### src/b64se_pkg.sv
// Package for the base64 stream encoder.
// Holds the group descriptor type, queue sizing and the alphabet lookup.
`default_nettype none
package b64se_pkg;

  localparam int unsigned QDepth = 2;
  localparam int unsigned QAw    = (QDepth > 1) ? $clog2(QDepth) : 1;
  localparam int unsigned QCw    = $clog2(QDepth + 1);

  localparam logic [6:0] PadChar = 7'd61;

  localparam logic [1:0] NBytesOne   = 2'd1;
  localparam logic [1:0] NBytesTwo   = 2'd2;
  localparam logic [1:0] NBytesThree = 2'd3;

  localparam logic [1:0] SlotFirst = 2'd0;
  localparam logic [1:0] SlotSecnd = 2'd1;
  localparam logic [1:0] SlotThird = 2'd2;
  localparam logic [1:0] SlotFinal = 2'd3;

  typedef struct packed {
    logic [23:0] bits;
    logic [1:0]  nbytes;
    logic        last;
  } group_t;

  function automatic logic [6:0] b64_char(input logic [5:0] sx);
    logic [6:0] v;
    v = {1'b0, sx};
    if (sx < 6'd26) begin
      b64_char = v + 7'd65;
    end else if (sx < 6'd52) begin
      b64_char = v + 7'd71;
    end else if (sx < 6'd62) begin
      b64_char = v - 7'd4;
    end else if (sx == 6'd62) begin
      b64_char = 7'd43;
    end else begin
      b64_char = 7'd47;
    end
  endfunction

endpackage
`default_nettype wire

### src/base64_stream_encoder_top.sv
// Base64 stream encoder top level.
// Depends on b64se_pkg, b64se_front, b64se_queue, b64se_back.
//
// Encodes a byte stream to base64 (standard alphabet, '=' padding). One byte
// is taken per cycle while full is low; full is high while the group queue
// holds two groups. A group of three bytes, or the partial group closed by
// last_byte_i, yields four characters that leave one per cycle while pop is
// held. The character serializer sets the sustained rate: every group, full
// or partial, is sent as four characters. The first character of a group is
// ready once the group has passed the group queue and been loaded into the
// serializer's group register. A two-entry group queue lets the input keep
// running while characters wait. The final character of each message has
// last_char_o set.
`default_nettype none
module base64_stream_encoder_top (
  input  wire logic       clk_i,
  input  wire logic       rst_ni,
  input  wire logic       push,
  output logic            full,
  input  wire logic [7:0] byte_value_i,
  input  wire logic       last_byte_i,
  output logic            empty,
  input  wire logic       pop,
  output logic [6:0]      char_code_o,
  output logic            last_char_o
);
  import b64se_pkg::*;

  logic   accept;
  logic   grp_push;
  group_t grp_w;
  logic   q_full, q_empty, q_pop;
  group_t q_data;

  assign full   = q_full;
  assign accept = push && !q_full;

  b64se_front u_front (
    .clk_i        (clk_i),
    .rst_ni       (rst_ni),
    .accept_i     (accept),
    .byte_value_i (byte_value_i),
    .last_byte_i  (last_byte_i),
    .grp_push_o   (grp_push),
    .grp_o        (grp_w)
  );

  b64se_queue u_queue (
    .clk_i   (clk_i),
    .rst_ni  (rst_ni),
    .push_i  (grp_push),
    .wdata_i (grp_w),
    .full_o  (q_full),
    .pop_i   (q_pop),
    .empty_o (q_empty),
    .rdata_o (q_data)
  );

  b64se_back u_back (
    .clk_i       (clk_i),
    .rst_ni      (rst_ni),
    .q_empty_i   (q_empty),
    .q_data_i    (q_data),
    .q_pop_o     (q_pop),
    .pop_i       (pop),
    .empty_o     (empty),
    .char_code_o (char_code_o),
    .last_char_o (last_char_o)
  );

endmodule
`default_nettype wire

### src/b64se_front.sv
// Front end: accepts bytes, holds up to two pending bytes, emits groups.
// Depends on b64se_pkg.
`default_nettype none
module b64se_front (
  input  wire logic            clk_i,
  input  wire logic            rst_ni,
  input  wire logic            accept_i,
  input  wire logic [7:0]      byte_value_i,
  input  wire logic            last_byte_i,
  output logic                 grp_push_o,
  output b64se_pkg::group_t    grp_o
);
  import b64se_pkg::*;

  logic [15:0] pend_d, pend_q;
  logic [1:0]  cnt_d, cnt_q;

  always_comb begin
    pend_d     = pend_q;
    cnt_d      = cnt_q;
    grp_push_o = 1'b0;
    grp_o.bits   = {pend_q, byte_value_i};
    grp_o.nbytes = NBytesThree;
    grp_o.last   = last_byte_i;
    if (accept_i) begin
      if (cnt_q >= 2'd2) begin
        grp_push_o = 1'b1;
        pend_d     = '0;
        cnt_d      = '0;
      end else if (last_byte_i) begin
        grp_push_o = 1'b1;
        pend_d     = '0;
        cnt_d      = '0;
        if (cnt_q == 2'd0) begin
          grp_o.bits   = {byte_value_i, 16'd0};
          grp_o.nbytes = NBytesOne;
        end else begin
          grp_o.bits   = {pend_q[15:8], byte_value_i, 8'd0};
          grp_o.nbytes = NBytesTwo;
        end
      end else begin
        if (cnt_q == 2'd0) begin
          pend_d = {byte_value_i, 8'd0};
        end else begin
          pend_d = {pend_q[15:8], byte_value_i};
        end
        cnt_d = cnt_q + 2'd1;
      end
    end
  end

  always_ff @(posedge clk_i or negedge rst_ni) begin
    if (!rst_ni) begin
      pend_q <= '0;
      cnt_q  <= '0;
    end else begin
      pend_q <= pend_d;
      cnt_q  <= cnt_d;
    end
  end

endmodule
`default_nettype wire

### src/b64se_queue.sv
// Short group queue between front and back ends.
// Depends on b64se_pkg.
`default_nettype none
module b64se_queue (
  input  wire logic            clk_i,
  input  wire logic            rst_ni,
  input  wire logic            push_i,
  input  wire b64se_pkg::group_t wdata_i,
  output logic                 full_o,
  input  wire logic            pop_i,
  output logic                 empty_o,
  output b64se_pkg::group_t    rdata_o
);
  import b64se_pkg::*;

  group_t            mem_q [QDepth];
  logic [QAw-1:0]    wr_q, rd_q;
  logic [QCw-1:0]    cnt_q;
  logic              do_push, do_pop;

  assign full_o  = (cnt_q == QCw'(QDepth));
  assign empty_o = (cnt_q == '0);
  assign rdata_o = mem_q[rd_q];
  assign do_push = push_i && !full_o;
  assign do_pop  = pop_i && !empty_o;

  always_ff @(posedge clk_i) begin
    if (do_push) begin
      mem_q[wr_q] <= wdata_i;
    end
  end

  always_ff @(posedge clk_i or negedge rst_ni) begin
    if (!rst_ni) begin
      wr_q  <= '0;
      rd_q  <= '0;
      cnt_q <= '0;
    end else begin
      if (do_push) begin
        wr_q <= (wr_q == QAw'(QDepth - 1)) ? '0 : wr_q + QAw'(1);
      end
      if (do_pop) begin
        rd_q <= (rd_q == QAw'(QDepth - 1)) ? '0 : rd_q + QAw'(1);
      end
      if (do_push && !do_pop) begin
        cnt_q <= cnt_q + QCw'(1);
      end else if (do_pop && !do_push) begin
        cnt_q <= cnt_q - QCw'(1);
      end
    end
  end

endmodule
`default_nettype wire

### src/b64se_back.sv
// Back end: serializes one group into four characters, one per pop.
// Depends on b64se_pkg.
`default_nettype none
module b64se_back (
  input  wire logic              clk_i,
  input  wire logic              rst_ni,
  input  wire logic              q_empty_i,
  input  wire b64se_pkg::group_t q_data_i,
  output logic                   q_pop_o,
  input  wire logic              pop_i,
  output logic                   empty_o,
  output logic [6:0]             char_code_o,
  output logic                   last_char_o
);
  import b64se_pkg::*;

  group_t     cur_q;
  logic       busy_q;
  logic [1:0] idx_q;
  logic       done;
  logic [5:0] sx;

  assign empty_o = !busy_q;
  assign done    = busy_q && pop_i && (idx_q == SlotFinal);
  assign q_pop_o = (!busy_q || done) && !q_empty_i;

  always_comb begin
    case (idx_q)
      SlotFirst: sx = cur_q.bits[23:18];
      SlotSecnd: sx = cur_q.bits[17:12];
      SlotThird: sx = cur_q.bits[11:6];
      default:   sx = cur_q.bits[5:0];
    endcase
    char_code_o = b64_char(sx);
    if ((idx_q == SlotThird) && (cur_q.nbytes < NBytesTwo)) begin
      char_code_o = PadChar;
    end
    if ((idx_q == SlotFinal) && (cur_q.nbytes < NBytesThree)) begin
      char_code_o = PadChar;
    end
    last_char_o = (idx_q == SlotFinal) && cur_q.last;
  end

  always_ff @(posedge clk_i) begin
    if (q_pop_o) begin
      cur_q <= q_data_i;
    end
  end

  always_ff @(posedge clk_i or negedge rst_ni) begin
    if (!rst_ni) begin
      busy_q <= 1'b0;
      idx_q  <= SlotFirst;
    end else begin
      if (q_pop_o) begin
        busy_q <= 1'b1;
        idx_q  <= SlotFirst;
      end else if (done) begin
        busy_q <= 1'b0;
        idx_q  <= SlotFirst;
      end else if (busy_q && pop_i) begin
        idx_q <= idx_q + 2'd1;
      end
    end
  end

endmodule
`default_nettype wire

### config.mk
export PLATFORM = sky130hd
export DESIGN_NAME = base64_stream_encoder_top
export DESIGN_NICKNAME = d
export VERILOG_FILES = /design/src/b64se_pkg.sv /design/src/base64_stream_encoder_top.sv /design/src/b64se_front.sv /design/src/b64se_queue.sv /design/src/b64se_back.sv
export SDC_FILE = /design/constraint.sdc
export NUM_CORES = 1
export LEC_CHECK = 0
export ABC_AREA = 1
export BUFFER_PORTS_ARGS = -buffer_cell sky130_fd_sc_hd__buf_2
export CAP_MARGIN = 10
export CELL_PAD_IN_SITES_DETAIL_PLACEMENT = 0
export CELL_PAD_IN_SITES_GLOBAL_PLACEMENT = 2
export CORE_ASPECT_RATIO = 1.4
export CORE_MARGIN = 5
export CORE_UTILIZATION = 34
export DETAILED_ROUTE_END_ITERATION = 6
export PLACE_DENSITY = 0.79
export SETUP_SLACK_MARGIN = 0.5
export SYNTH_ARGS = -nofsm -noshare
export SYNTH_HDL_FRONTEND = slang
export SYNTH_HIERARCHICAL = 1
export SYNTH_SLANG_ARGS = --single-unit
### constraint.sdc
create_clock -name clk_i -period 5.5 [get_ports clk_i]
set_clock_uncertainty 0.2 [all_clocks]
set_input_delay 1.375 -clock clk_i [delete_from_list [all_inputs] [get_ports clk_i]]
set_output_delay 1.375 -clock clk_i [all_outputs]
set_load 0.01 [all_outputs]
# ---- Word level (Yosys, flattened, before mapping)
# Memories as Yosys holds them, arrays and structs flattened. A register that Yosys moved wholly into a read port is not among the register bits.
# Cells that the tools add are included.
dict set report totals {
  mem_count 1
  ff_bits 25
  wordCells 84
  out_inout_bits 10
  input_bits 13
  ram_bits 54
}
dict set report classes {
  order_cmp 6
  n_mux 30
  addsub 9
  eq_ne 5
  reduce_logical 25
}
# memory depth width rd rd_ports_with_merged_regs write_ports line
set memory_table {}
lappend memory_table {u_queue.mem_q 2 27 1 1 1 b64se_queue.sv:16} ;# group_t mem_q [QDepth];
# op n
set ops {}
lappend ops {{$mux 26} 4}
lappend ops {{$mux 16} 3}
lappend ops {{$mux 7} 5}
lappend ops {{$pmux 6 s3} 1}
lappend ops {{$add 6x7->7 const B} 2}
lappend ops {{$mux 2} 7}
lappend ops {{$lt 6x6->1 const B} 2}
lappend ops {{$logic_and 1x1->1} 11}
lappend ops {{$mux 1} 9}
lappend ops {{$sub 6x3->7 const B} 1}
lappend ops {{$add 2x1->2 const B} 3}
lappend ops {{$eq 2x2->1 const B} 3}
lappend ops {{$eq 6x6->1 const B} 1}
lappend ops {{$logic_not 2->1} 3}
lappend ops {{$lt 6x5->1 const B} 1}
lappend ops {{$reduce_bool 3->1} 2}
lappend ops {{$logic_not 1->1} 5}
lappend ops {{$lt 2x2->1 const B} 2}
lappend ops {{$reduce_bool 2->1} 2}
lappend ops {{$mux 3} 1}
lappend ops {{$add 1x1->1 const B} 2}
lappend ops {{$eq 2x1->1 const B} 1}
lappend ops {{$ge 2x2->1 const B} 1}
lappend ops {{$reduce_and 2->1} 1}
lappend ops {{2 further kinds} 2}

# ---- Longest topological paths before layout
# Gate-level depths: netlist of the first run.
dict set report logic_depth {
  depth_word 9
  mapped_depth 15
  depth_no_buf 15
}

# ---- Modules after synthesis
# Netlist of the first run, hierarchy kept.
# mod seq_area_each_um2 instances area_each_um2 cells_each
set by_module_without_submodules {}
lappend by_module_without_submodules {b64se_queue 1721.7 1 2192.1 172}
lappend by_module_without_submodules {b64se_back 885.8 1 1664.1 177}
lappend by_module_without_submodules {b64se_front 450.4 1 1164.9 174}
lappend by_module_without_submodules {base64_stream_encoder_top 0.0 1 10.0 2}

# ---- Worst setup path before layout of the first run
# Ideal clock, no wire load.
dict set report synth_path {
  path_kind {input port to flip-flop}
  startpoint {input port pop}
  endpoint {register u_queue.cnt_q[1]}
  setup_slack_ns 1.520
  required_ns 5.183
  path_stages 8
  setup_time_ns 0.117
  n_path_buf 0
  t_arrival_ns 3.663
  path_cell_list {a21oi_1 nor2_1 o21ai_0 ha_1 inv_1 nand3_1 nand2_1 nand2_1}
}
dict set report synth_via {
  elab_chain_cells 8
  elab_cells_between_ends 10
  cone_classes {1 x mux; 9 x reduce/logical}
}
# element line
set synth_lines {}
lappend synth_lines {{start, declared} base64_stream_encoder_top.sv:23} ;# input wire logic pop,
lappend synth_lines {{$logic_and 1x1->1 * (2 in series)} b64se_back.sv:24} ;# assign done = busy_q && pop_i && (idx_q == SlotFinal);
lappend synth_lines {{$logic_or 1x1->1 *} b64se_back.sv:25} ;# assign q_pop_o = (!busy_q || done) && !q_empty_i;
lappend synth_lines {{$logic_and 1x1->1 *} b64se_back.sv:25}
lappend synth_lines {{via q_pop} base64_stream_encoder_top.sv:32} ;# logic q_full, q_empty, q_pop;
lappend synth_lines {{$logic_and 1x1->1 *} b64se_queue.sv:25} ;# assign do_pop = pop_i && !empty_o;
lappend synth_lines {{$logic_not 1->1} b64se_queue.sv:45} ;# if (do_push && !do_pop) begin
lappend synth_lines {{$logic_and 1x1->1} b64se_queue.sv:45}
lappend synth_lines {{$mux 2 or $reduce_bool 2->1 (tied branches)} n/a}
lappend synth_lines {{end signal, assigned} b64se_queue.sv:46} ;# cnt_q <= cnt_q + QCw'(1);
lappend synth_lines {{end signal, assigned} b64se_queue.sv:48} ;# cnt_q <= cnt_q - QCw'(1);
lappend synth_lines {{end, declared} b64se_queue.sv:18} ;# logic [QCw-1:0] cnt_q;
# Mark *: on every way through the listed nets, which the timed path passes. The rest lies on a longest branch.
# A chain may end at the register's enable or synchronous reset.

# ---- Final worst setup path of the first run
dict set report layout_path {
  startpoint {register u_back.idx_q[0]}
  endpoint {output port char_code_o[1]}
}
dict set report layout_via {
  elab_chain_cells 8
  elab_cells_between_ends 18
  cone_classes {3 x add/sub; 3 x order compare; 3 x eq/ne; 6 x mux; 3 x reduce/logical}
}
# element line
set layout_lines {}
lappend layout_lines {{start, declared} b64se_back.sv:19} ;# logic [1:0] idx_q;
lappend layout_lines {{start signal, assigned} b64se_back.sv:53} ;# idx_q <= SlotFirst;
lappend layout_lines {{start signal, assigned} b64se_back.sv:57} ;# idx_q <= SlotFirst;
lappend layout_lines {{start signal, assigned} b64se_back.sv:60} ;# idx_q <= SlotFirst;
lappend layout_lines {{$eq 2x2->1 (tied with other cells)} {b64se_back.sv:28, b64se_back.sv:35}}
lappend layout_lines {{$pmux 6 s3} b64se_back.sv:28} ;# case (idx_q)
lappend layout_lines {{$sub 6x3->7 or $lt 6x6->1 (tied branches)} {b64se_pkg.sv:35, b64se_pkg.sv:34}}
lappend layout_lines {{$mux 7} b64se_pkg.sv:34} ;# end else if (sx < 6'd62) begin
lappend layout_lines {{$mux 7} b64se_pkg.sv:32} ;# end else if (sx < 6'd52) begin
lappend layout_lines {{$mux 7} b64se_pkg.sv:30} ;# if (sx < 6'd26) begin
lappend layout_lines {{$mux 7} b64se_back.sv:35} ;# if ((idx_q == SlotThird) && (cur_q.nbytes < NBytesTwo)) begin
lappend layout_lines {{$mux 7 *} b64se_back.sv:38} ;# if ((idx_q == SlotFinal) && (cur_q.nbytes < NBytesThree)) begin
lappend layout_lines {{end, declared} base64_stream_encoder_top.sv:24} ;# output logic [6:0] char_code_o,
# Mark *: on every way between the ends. The rest lies on a longest branch, timed or not.

==> results of run 1 <==
## path summary, 6_finish.rpt
check	from	end	slack (ns)	depth (start not counted)
max reg2reg	u_queue/cnt_q[1]	u_queue/mem_q[0][5]	2.37	9
min in group asynchronous	rst_ni	u_front/pend_q[13]	0.85	1
min	u_front/pend_q[13]	u_front/pend_q[13]	0.27	2
max in group asynchronous	rst_ni	u_queue/rd_q	3.83	1
min reg2reg	u_front/pend_q[13]	u_front/pend_q[13]	0.27	2
max	u_back/idx_q[0]	char_code_o[1]	1.24	12
## final cells by class
cell class / count / area (um^2)
clock buffers: 9 / 225
clock inverters: 7 / 76.3
fillers: 1421 / 8880
inverters: 46 / 173
multi-input cells: 363 / 1730
flip-flops and latches: 106 / 3060
well taps: 189 / 236
repair buffers: 25 / 133
## kinds of logic (layout without fill, tap and decap cells)
kind of cell	after synthesis	in the layout	share of synthesized area (%)
AOI/OAI and AO/OA	21	21	3.26
xor gates and xnor gates	4	4	0.696
adders and majority gates	11	11	2.74
buffers and inverters	56	87	4.95
DFF	106	106	60.8
and+or+nand+nor	327	327	27.6
## flip-flops by register name, indices dropped and copies added (netlist names)
name,cells
u_front/cnt_q,2
u_back/cur_q,27
u_back/busy_q,1
u_queue/cnt_q,2
u_queue/rd_q,1
u_back/idx_q,2
u_front/pend_q,16
u_queue/mem_q,54
u_queue/wr_q,1
## power groups by stage
| stage | clock network [uW] | logic [uW] | registers (uW) |
|---|---|---|---|
| after global placement | 0 | 1580 | 1300 |
| after detailed placement | 0 | 1590 | 1300 |
| final | 640 | 1560 | 1280 |
| after CTS | 658 | 1600 | 1280 |
| after global routing | 693 | 1800 | 1300 |
| after floorplan | 0 | 1190 | 1280 |
## critical path: stages, from the launching register on
cell and delay [ns]:
dfrtp_1 0.41, ha_1 0.29, inv_2 0.23, nand2_2 0.10, o21ai_4 0.28, inv_2 0.10, ha_1 0.26, a21oi_2 0.23
nand2_4 0.11, nand2_1 0.07, inv_1 0.03, nor2_1 0.09, buf_2 0.13
## cells in the final DEF, fill, tap and decap left out, types with 2 or more instances in the layout
master,n
a21oi_1,2
buf_2,22
buf_4,3
clkbuf_16,9
clkinvlp_4,2
dfrtp_1,25
edfxtp_1,81
ha_1,11
inv_1,36
inv_2,10
inv_6,3
nand2_1,237
nand2_2,4
nand2_4,4
nand3_1,24
nand4_1,4
nor2_1,35
nor2_2,10
nor2_8,2
o21ai_0,7
o21bai_4,2
o22ai_1,3
or2_1,3
xnor2_1,3
## metal layers
| metal | GRT usage (%) | wire, um | up-vias |
|---|---|---|---|
| li1 | - | - | 1739 |
| met1 | 13.6 | 4130 | 1536 |
| met2 | 22.0 | 5340 | 51 |
| met3 | 2.36 | 277 | 21 |
| met4 | 6.59 | 368 | 0 |
| met5 | 0 | 0 | - |
## per-stage QoR
step	total power [uW]	cells	instance area [um^2]
2_1_floorplan	2470	525	5030
3_3_place_gp	2880	729	5330
6_report	3480	745	5630
5_1_grt	3790	745	5630
4_1_cts	3540	745	5630
3_5_place_dp	2900	729	5330
==> results.sh, run 1 <==
export IMPL_run_status="completed"
export IMPL_drc=0
export IMPL_clk_pin_slew_ns=0.07
export IMPL_cts_buffers=9
export IMPL_fin_crit_ns=4.26
export IMPL_relSlewSlack_pct=27.7
export IMPL_grt_overflow_total=0
export IMPL_synth_edff_count=81
export IMPL_grt_total_usage_pct=12.3
export IMPL_post_cts_buffers=0
export IMPL_avgSynthCellArea_um2=9.58
export IMPL_synth_top_cells_by_count="nand2_1 (237), edfxtp_1 (81), nor2_1 (37), inv_1 (36), dfrtp_1 (25)"
export IMPL_holdWs_ns=0.274
export IMPL_antenna_found_initial=0
export IMPL_n_antenna_cell=0
export IMPL_vias_per_cell=4.49
export IMPL_cts_root_buf="clkbuf_16"
export IMPL_post_route_util_pct=38.8
export IMPL_cp_end_kind="output pin"
export IMPL_dieWidth_um=113
export IMPL_yosysWarnings=6
export IMPL_die_h_um=154
export IMPL_switchingPower_uw=1430
export IMPL_worstMarginPinSlew_ns=1.08
export IMPL_drv_cap=0
export IMPL_sw_frac_of_total_pct=40.9
export IMPL_slew_violations=0
export IMPL_port_buffers=22
export IMPL_ant_nets=0
export IMPL_ys_top_cells_by_area="edfxtp_1 (48%), nand2_1 (18%), dfrtp_1 (12%)"
export IMPL_critPathMaxFanout=14
export IMPL_max_freq_mhz=235
export IMPL_wire_per_inst_um=13.6
export IMPL_initial_core_util_pct=34.7
export IMPL_crit_arrival_ns=2.69
export IMPL_yosysTopAreaCell="edfxtp_1"
export IMPL_peakVddDrop_mv=0.306
export IMPL_synth_top_cell_area_share_pct=48.3
export IMPL_holdBufCountCts=0
export IMPL_routed_wl_mm=10.1
export IMPL_cts_htree_levels=3
export IMPL_post_place_ws_ns=1.40
export IMPL_place_hpwl_mm=7.60
export IMPL_start_kind="register"
export IMPL_setup_tns_ns=0
export IMPL_clk_insertion_delay_late_ns=0.34
export IMPL_area_delta_synth_final_pct=11.9
export IMPL_grt_max_degree=31
export IMPL_ys_ff_latch=106
export IMPL_intPower_uw=2060
export IMPL_nNetsFinal=575
export IMPL_power_frac_comb_pct=44.9
export IMPL_ys_types=35
export IMPL_vias=3347
export IMPL_syn_nets=549
export IMPL_clkPwrFrac_pct=18.4
export IMPL_timing_final_crit_share_pct=77.5
export IMPL_pin_count=23
export IMPL_syn_cell_area_um2=5030
export IMPL_grt_pass1_vias=3346
export IMPL_grt_pass1_wl_mm=16.8
export IMPL_clock_sinks=106
export IMPL_synthCells=525
export IMPL_routabilityCongestion=0.783
export IMPL_clk_path_buf_depth=2
export IMPL_ys_flop_type="edfxtp_1"
export IMPL_cts_tree="yes"
export IMPL_core_area_um2=14500
export IMPL_finalSetupViolations=0
export IMPL_cts_repair_resized=0
export IMPL_path_class="reg2out"
export IMPL_power_per_cell_area_nw_per_um2=619
export IMPL_fin_ws_ns=1.24
export IMPL_power_frac_seq_pct=36.8
export IMPL_cp_required_ns=3.92
export IMPL_drt_first_pass_iters=4
export IMPL_synth_most_common_cell="nand2_1"
export IMPL_ys_seq_area_share_pct=60.8
export IMPL_drt_iter0_markers=188
export IMPL_hold_viol_final=0
export IMPL_async_flop_share_pct=23.6
export IMPL_drive_gt1_share_pct=14.2
export IMPL_leakage_uw=0.00256
export IMPL_design_die_area_um2=17400
export IMPL_placementRows=52
export IMPL_hold_class="reg2reg"
export IMPL_rsz0062_at_grt="false"
No activity file was read; power rests on OpenSTA's default activity.
==> run 2, diff against run 1 <==
Settings changed: ABC_AREA 1 to 0, PLACE_DENSITY 0.79 to 0.72.
Clock period 5.5 ns to 4.1 ns, I/O delays scaled along.
==> run 2 against run 1 <==
Worst setup slack got worse by 1.0 ns. Register-to-register slack got worse by 0.87 ns. Non-clock buffer count is 29 higher. Global-route usage down 0.87 points. Combinational power up 48%. Largest power group unchanged. Final area increased by 3.6%. Largest cell class unchanged.
==> results.sh, run 2 <==
export IMPL_clk_insertion_delay_late_ns=0.34
export IMPL_fillCellCount=1274
export IMPL_crit_arrival_ns=2.68
export IMPL_clk_path_buf_depth=2
export IMPL_run_status="completed"
export IMPL_antenna_found_initial=0
export IMPL_crit_buf_inv=2
export IMPL_ys_ff_latch=106
export IMPL_layout_common_cells="edfxtp_1 (81), buf_4 (27), nand2_1 (27)"
export IMPL_peakVddDrop_mv=0.509
export IMPL_synth_compound_area_share_pct=10.9
export IMPL_cts_tree="yes"
export IMPL_ant_nets=0
export IMPL_drv_cap=0
export IMPL_top_regs="u_queue/mem_q (54), u_back/cur_q (27), u_front/pend_q (16)"
export IMPL_hold_path_end="u_front/pend_q[8]"
export IMPL_synth_fa_ha_area_share_pct=2.82
export IMPL_synth_top_family_by_area="compound AO/OA/AOI/OAI gates"
export IMPL_drc=0
export IMPL_relSlewSlack_pct=57.8
export IMPL_synth_mux_area_share_pct=9.73
export IMPL_placedCellCount=545
export IMPL_grt_pass1_vias=2905
export IMPL_slowest_stage="dfrtp_2"
export IMPL_place_hpwl_mm=6.48
export IMPL_reg2reg_from="u_queue/cnt_q[0]"
export IMPL_placementRows=51
export IMPL_clock_sinks=106
export IMPL_ys_seq_area_share_pct=62.7
export IMPL_synthCells=340
export IMPL_grt_max_degree=29
export IMPL_async_flop_share_pct=23.6
export IMPL_power_per_cell_area_nw_per_um2=816
export IMPL_cp_top_family="compound AO/OA/AOI/OAI gates"
export IMPL_fin_cells=584
export IMPL_cts_buffers=9
export IMPL_synth_top_cells_by_count="edfxtp_1 (81), nand2_1 (29), dfrtp_1 (25), mux2_4 (19), o21ai_0 (18)"
export IMPL_n_antenna_cell=0
export IMPL_grt_pass1_wl_mm=15.0
export IMPL_synth_most_common_cell="edfxtp_1"
export IMPL_reg2regPathDepth=8
export IMPL_initial_core_util_pct=34.9
export IMPL_yosysWarnings=6
export IMPL_fin_crit_ns=3.91
export IMPL_yosys_area_share_simple_pct=9.45
export IMPL_area_delta_synth_final_pct=19.7
export IMPL_cts_htree_levels=3
export IMPL_design_die_area_um2=16900
export IMPL_holdBufCountCts=0
export IMPL_vias=2840
export IMPL_grt_overflow_total=0
export IMPL_clk_pin_slew_ns=0.07
export IMPL_rsz0062_at_grt="true"
export IMPL_ys_top_cells_by_area="edfxtp_1 (50%), dfrtp_1 (13%), mux2_4 (5.9%)"
export IMPL_avgSynthCellArea_um2=14.3
export IMPL_fin_ws_ns=0.193
export IMPL_holdWs_ns=0.307
export IMPL_drt_iter0_markers=177
export IMPL_dieWidth_um=111
export IMPL_max_freq_mhz=256
export IMPL_syn_cell_area_um2=4870
export IMPL_worstMarginPinSlew_ns=0.633
export IMPL_setup_tns_ns=0
export IMPL_ys_types=55
export IMPL_slew_violations=0
export IMPL_leakage_uw=0.00225
export IMPL_port_buffers=22
export IMPL_pin_count=23
export IMPL_synth_edff_count=81
export IMPL_regMostFlops="u_queue/mem_q"
export IMPL_critPathMaxFanout=6
export IMPL_path_class="reg2out"
export IMPL_drt_first_pass_iters=4
export IMPL_wire_per_inst_um=15.8
export IMPL_regToRegSetupSlack_ns=1.50
export IMPL_ys_flop_type="edfxtp_1"
export IMPL_nNetsFinal=418
export IMPL_routabilityCongestion=0.892
export IMPL_synth_xor_area_share_pct=1.26
export IMPL_cp_end_kind="output pin"
export IMPL_path_cells="inv_4 > ha_4 > a222oi_1 > a21oi_2 > ha_2 > a21o_1 > a31oi_4 > a2111oi_2 > or3_1 > buf_2"
export IMPL_syn_nets=364
export IMPL_die_h_um=152
export IMPL_grt_total_usage_pct=11.4
export IMPL_cp_required_ns=2.87
export IMPL_routed_wl_mm=9.24
export IMPL_post_place_ws_ns=0.239
export IMPL_layout_commonest_cell="edfxtp_1"
export IMPL_cpPeakStageDelay_ns=0.43
export IMPL_drive_gt1_share_pct=37.6
export IMPL_yosysTopAreaCell="edfxtp_1"
export IMPL_core_area_um2=14000
export IMPL_synth_top_cell_area_share_pct=49.9
export IMPL_hold_class="reg2reg"
export IMPL_largest_reg_flops=54
export IMPL_r2r_end="u_queue/mem_q[0][18]"
export IMPL_timing_final_crit_share_pct=95.3
export IMPL_start_kind="register"
export IMPL_min_from="u_front/pend_q[8]"
export IMPL_power_uw=4760
export IMPL_hold_depth=1
export IMPL_cts_root_buf="clkbuf_16"
export IMPL_finalSetupViolations=0
export IMPL_hold_viol_final=0
export IMPL_vias_per_cell=4.86
==> run 2: cell types whose count changed after synthesis, moves of 9 or more <==
cell / before / now
inv_1: 36 / 14
nand3_1: 24 / 4
inv_2: 10 / 0
a21oi_1: 2 / 15
mux2_2: 0 / 15
nor2_1: 37 / 10
mux2_4: 0 / 19
nand2_1: 237 / 29
and2_1: 0 / 9
o21ai_0: 7 / 18
==> run 2: timing repair <==
item,CTS,global route
setup endpoints to repair,7,7
buffers inserted,20,3
endpoints found under the hold margin,0,0
pin swaps,16,3
gates resized for setup,34,6
==> run 2: through the flow <==
stage	utilization, %	instance area, um^2
final	41.8	5840
after global routing	41.8	5840
after CTS	41.5	5790
after detailed placement	37.2	5200
after global placement	37.2	5200
after floorplan	-	4890
==> run 2: logic make-up after synthesis <==
| kind of cell | after synthesis |
|---|---|
| compound gates | 74 |
| xor+xnor | 7 |
| fa+ha+maj | 11 |
| buf+inv | 26 |
| flops | 106 |
| mux | 36 |
| simple gates | 80 |
==> run 2: where the power goes <==
group          internal [uW]  leakage [uW]  switching [uW]
sequential              1530       0.00106             119
combinational           1110       0.00104            1200
clock                    422      0.000143             379
==> run 2: how the worst max path moves through the flow <==
| stage | start | to | slack [ns] | cells past startpoint |
|---|---|---|---|---|
| floorplan | u_back/idx_q[0] | char_code_o[2] | 0.38 | 10 |
| global placement | u_back/idx_q[0] | char_code_o[2] | 0.27 | 9 |
| detailed placement | u_back/idx_q[0] | char_code_o[2] | 0.24 | 9 |
| CTS | u_back/idx_q[0] | char_code_o[1] | 0.22 | 10 |
| global route | u_back/idx_q[0] | char_code_o[2] | 0.06 | 11 |
| finish | u_back/idx_q[0] | char_code_o[2] | 0.19 | 10 |
==> run 2: layout make-up <==
| cell class | instances | area, um^2 | share of cell area (%) |
|---|---|---|---|
| Tap cell | 185 | 231 | 3.97 |
| Inverter | 15 | 58.8 | 1.01 |
| Sequential cell | 106 | 3060 | 52.4 |
| Timing Repair Buffer | 54 | 373 | 6.39 |
| Multi-Input combinational cell | 208 | 1830 | 31.3 |
| Clock buffer | 9 | 225 | 3.86 |
| Clock inverter | 7 | 61.3 | 1.05 |
==> run 2: per-layer routing <==
| metal | GRT usage, % | up-vias | wire [um] |
|---|---|---|---|
| met1 | 12.4 | 1382 | 3690 |
| met5 | 0 | - | 0 |
| met2 | 21.3 | 58 | 5080 |
| met3 | 2.07 | 12 | 267 |
| li1 | - | 1388 | - |
| met4 | 5.96 | 0 | 198 |
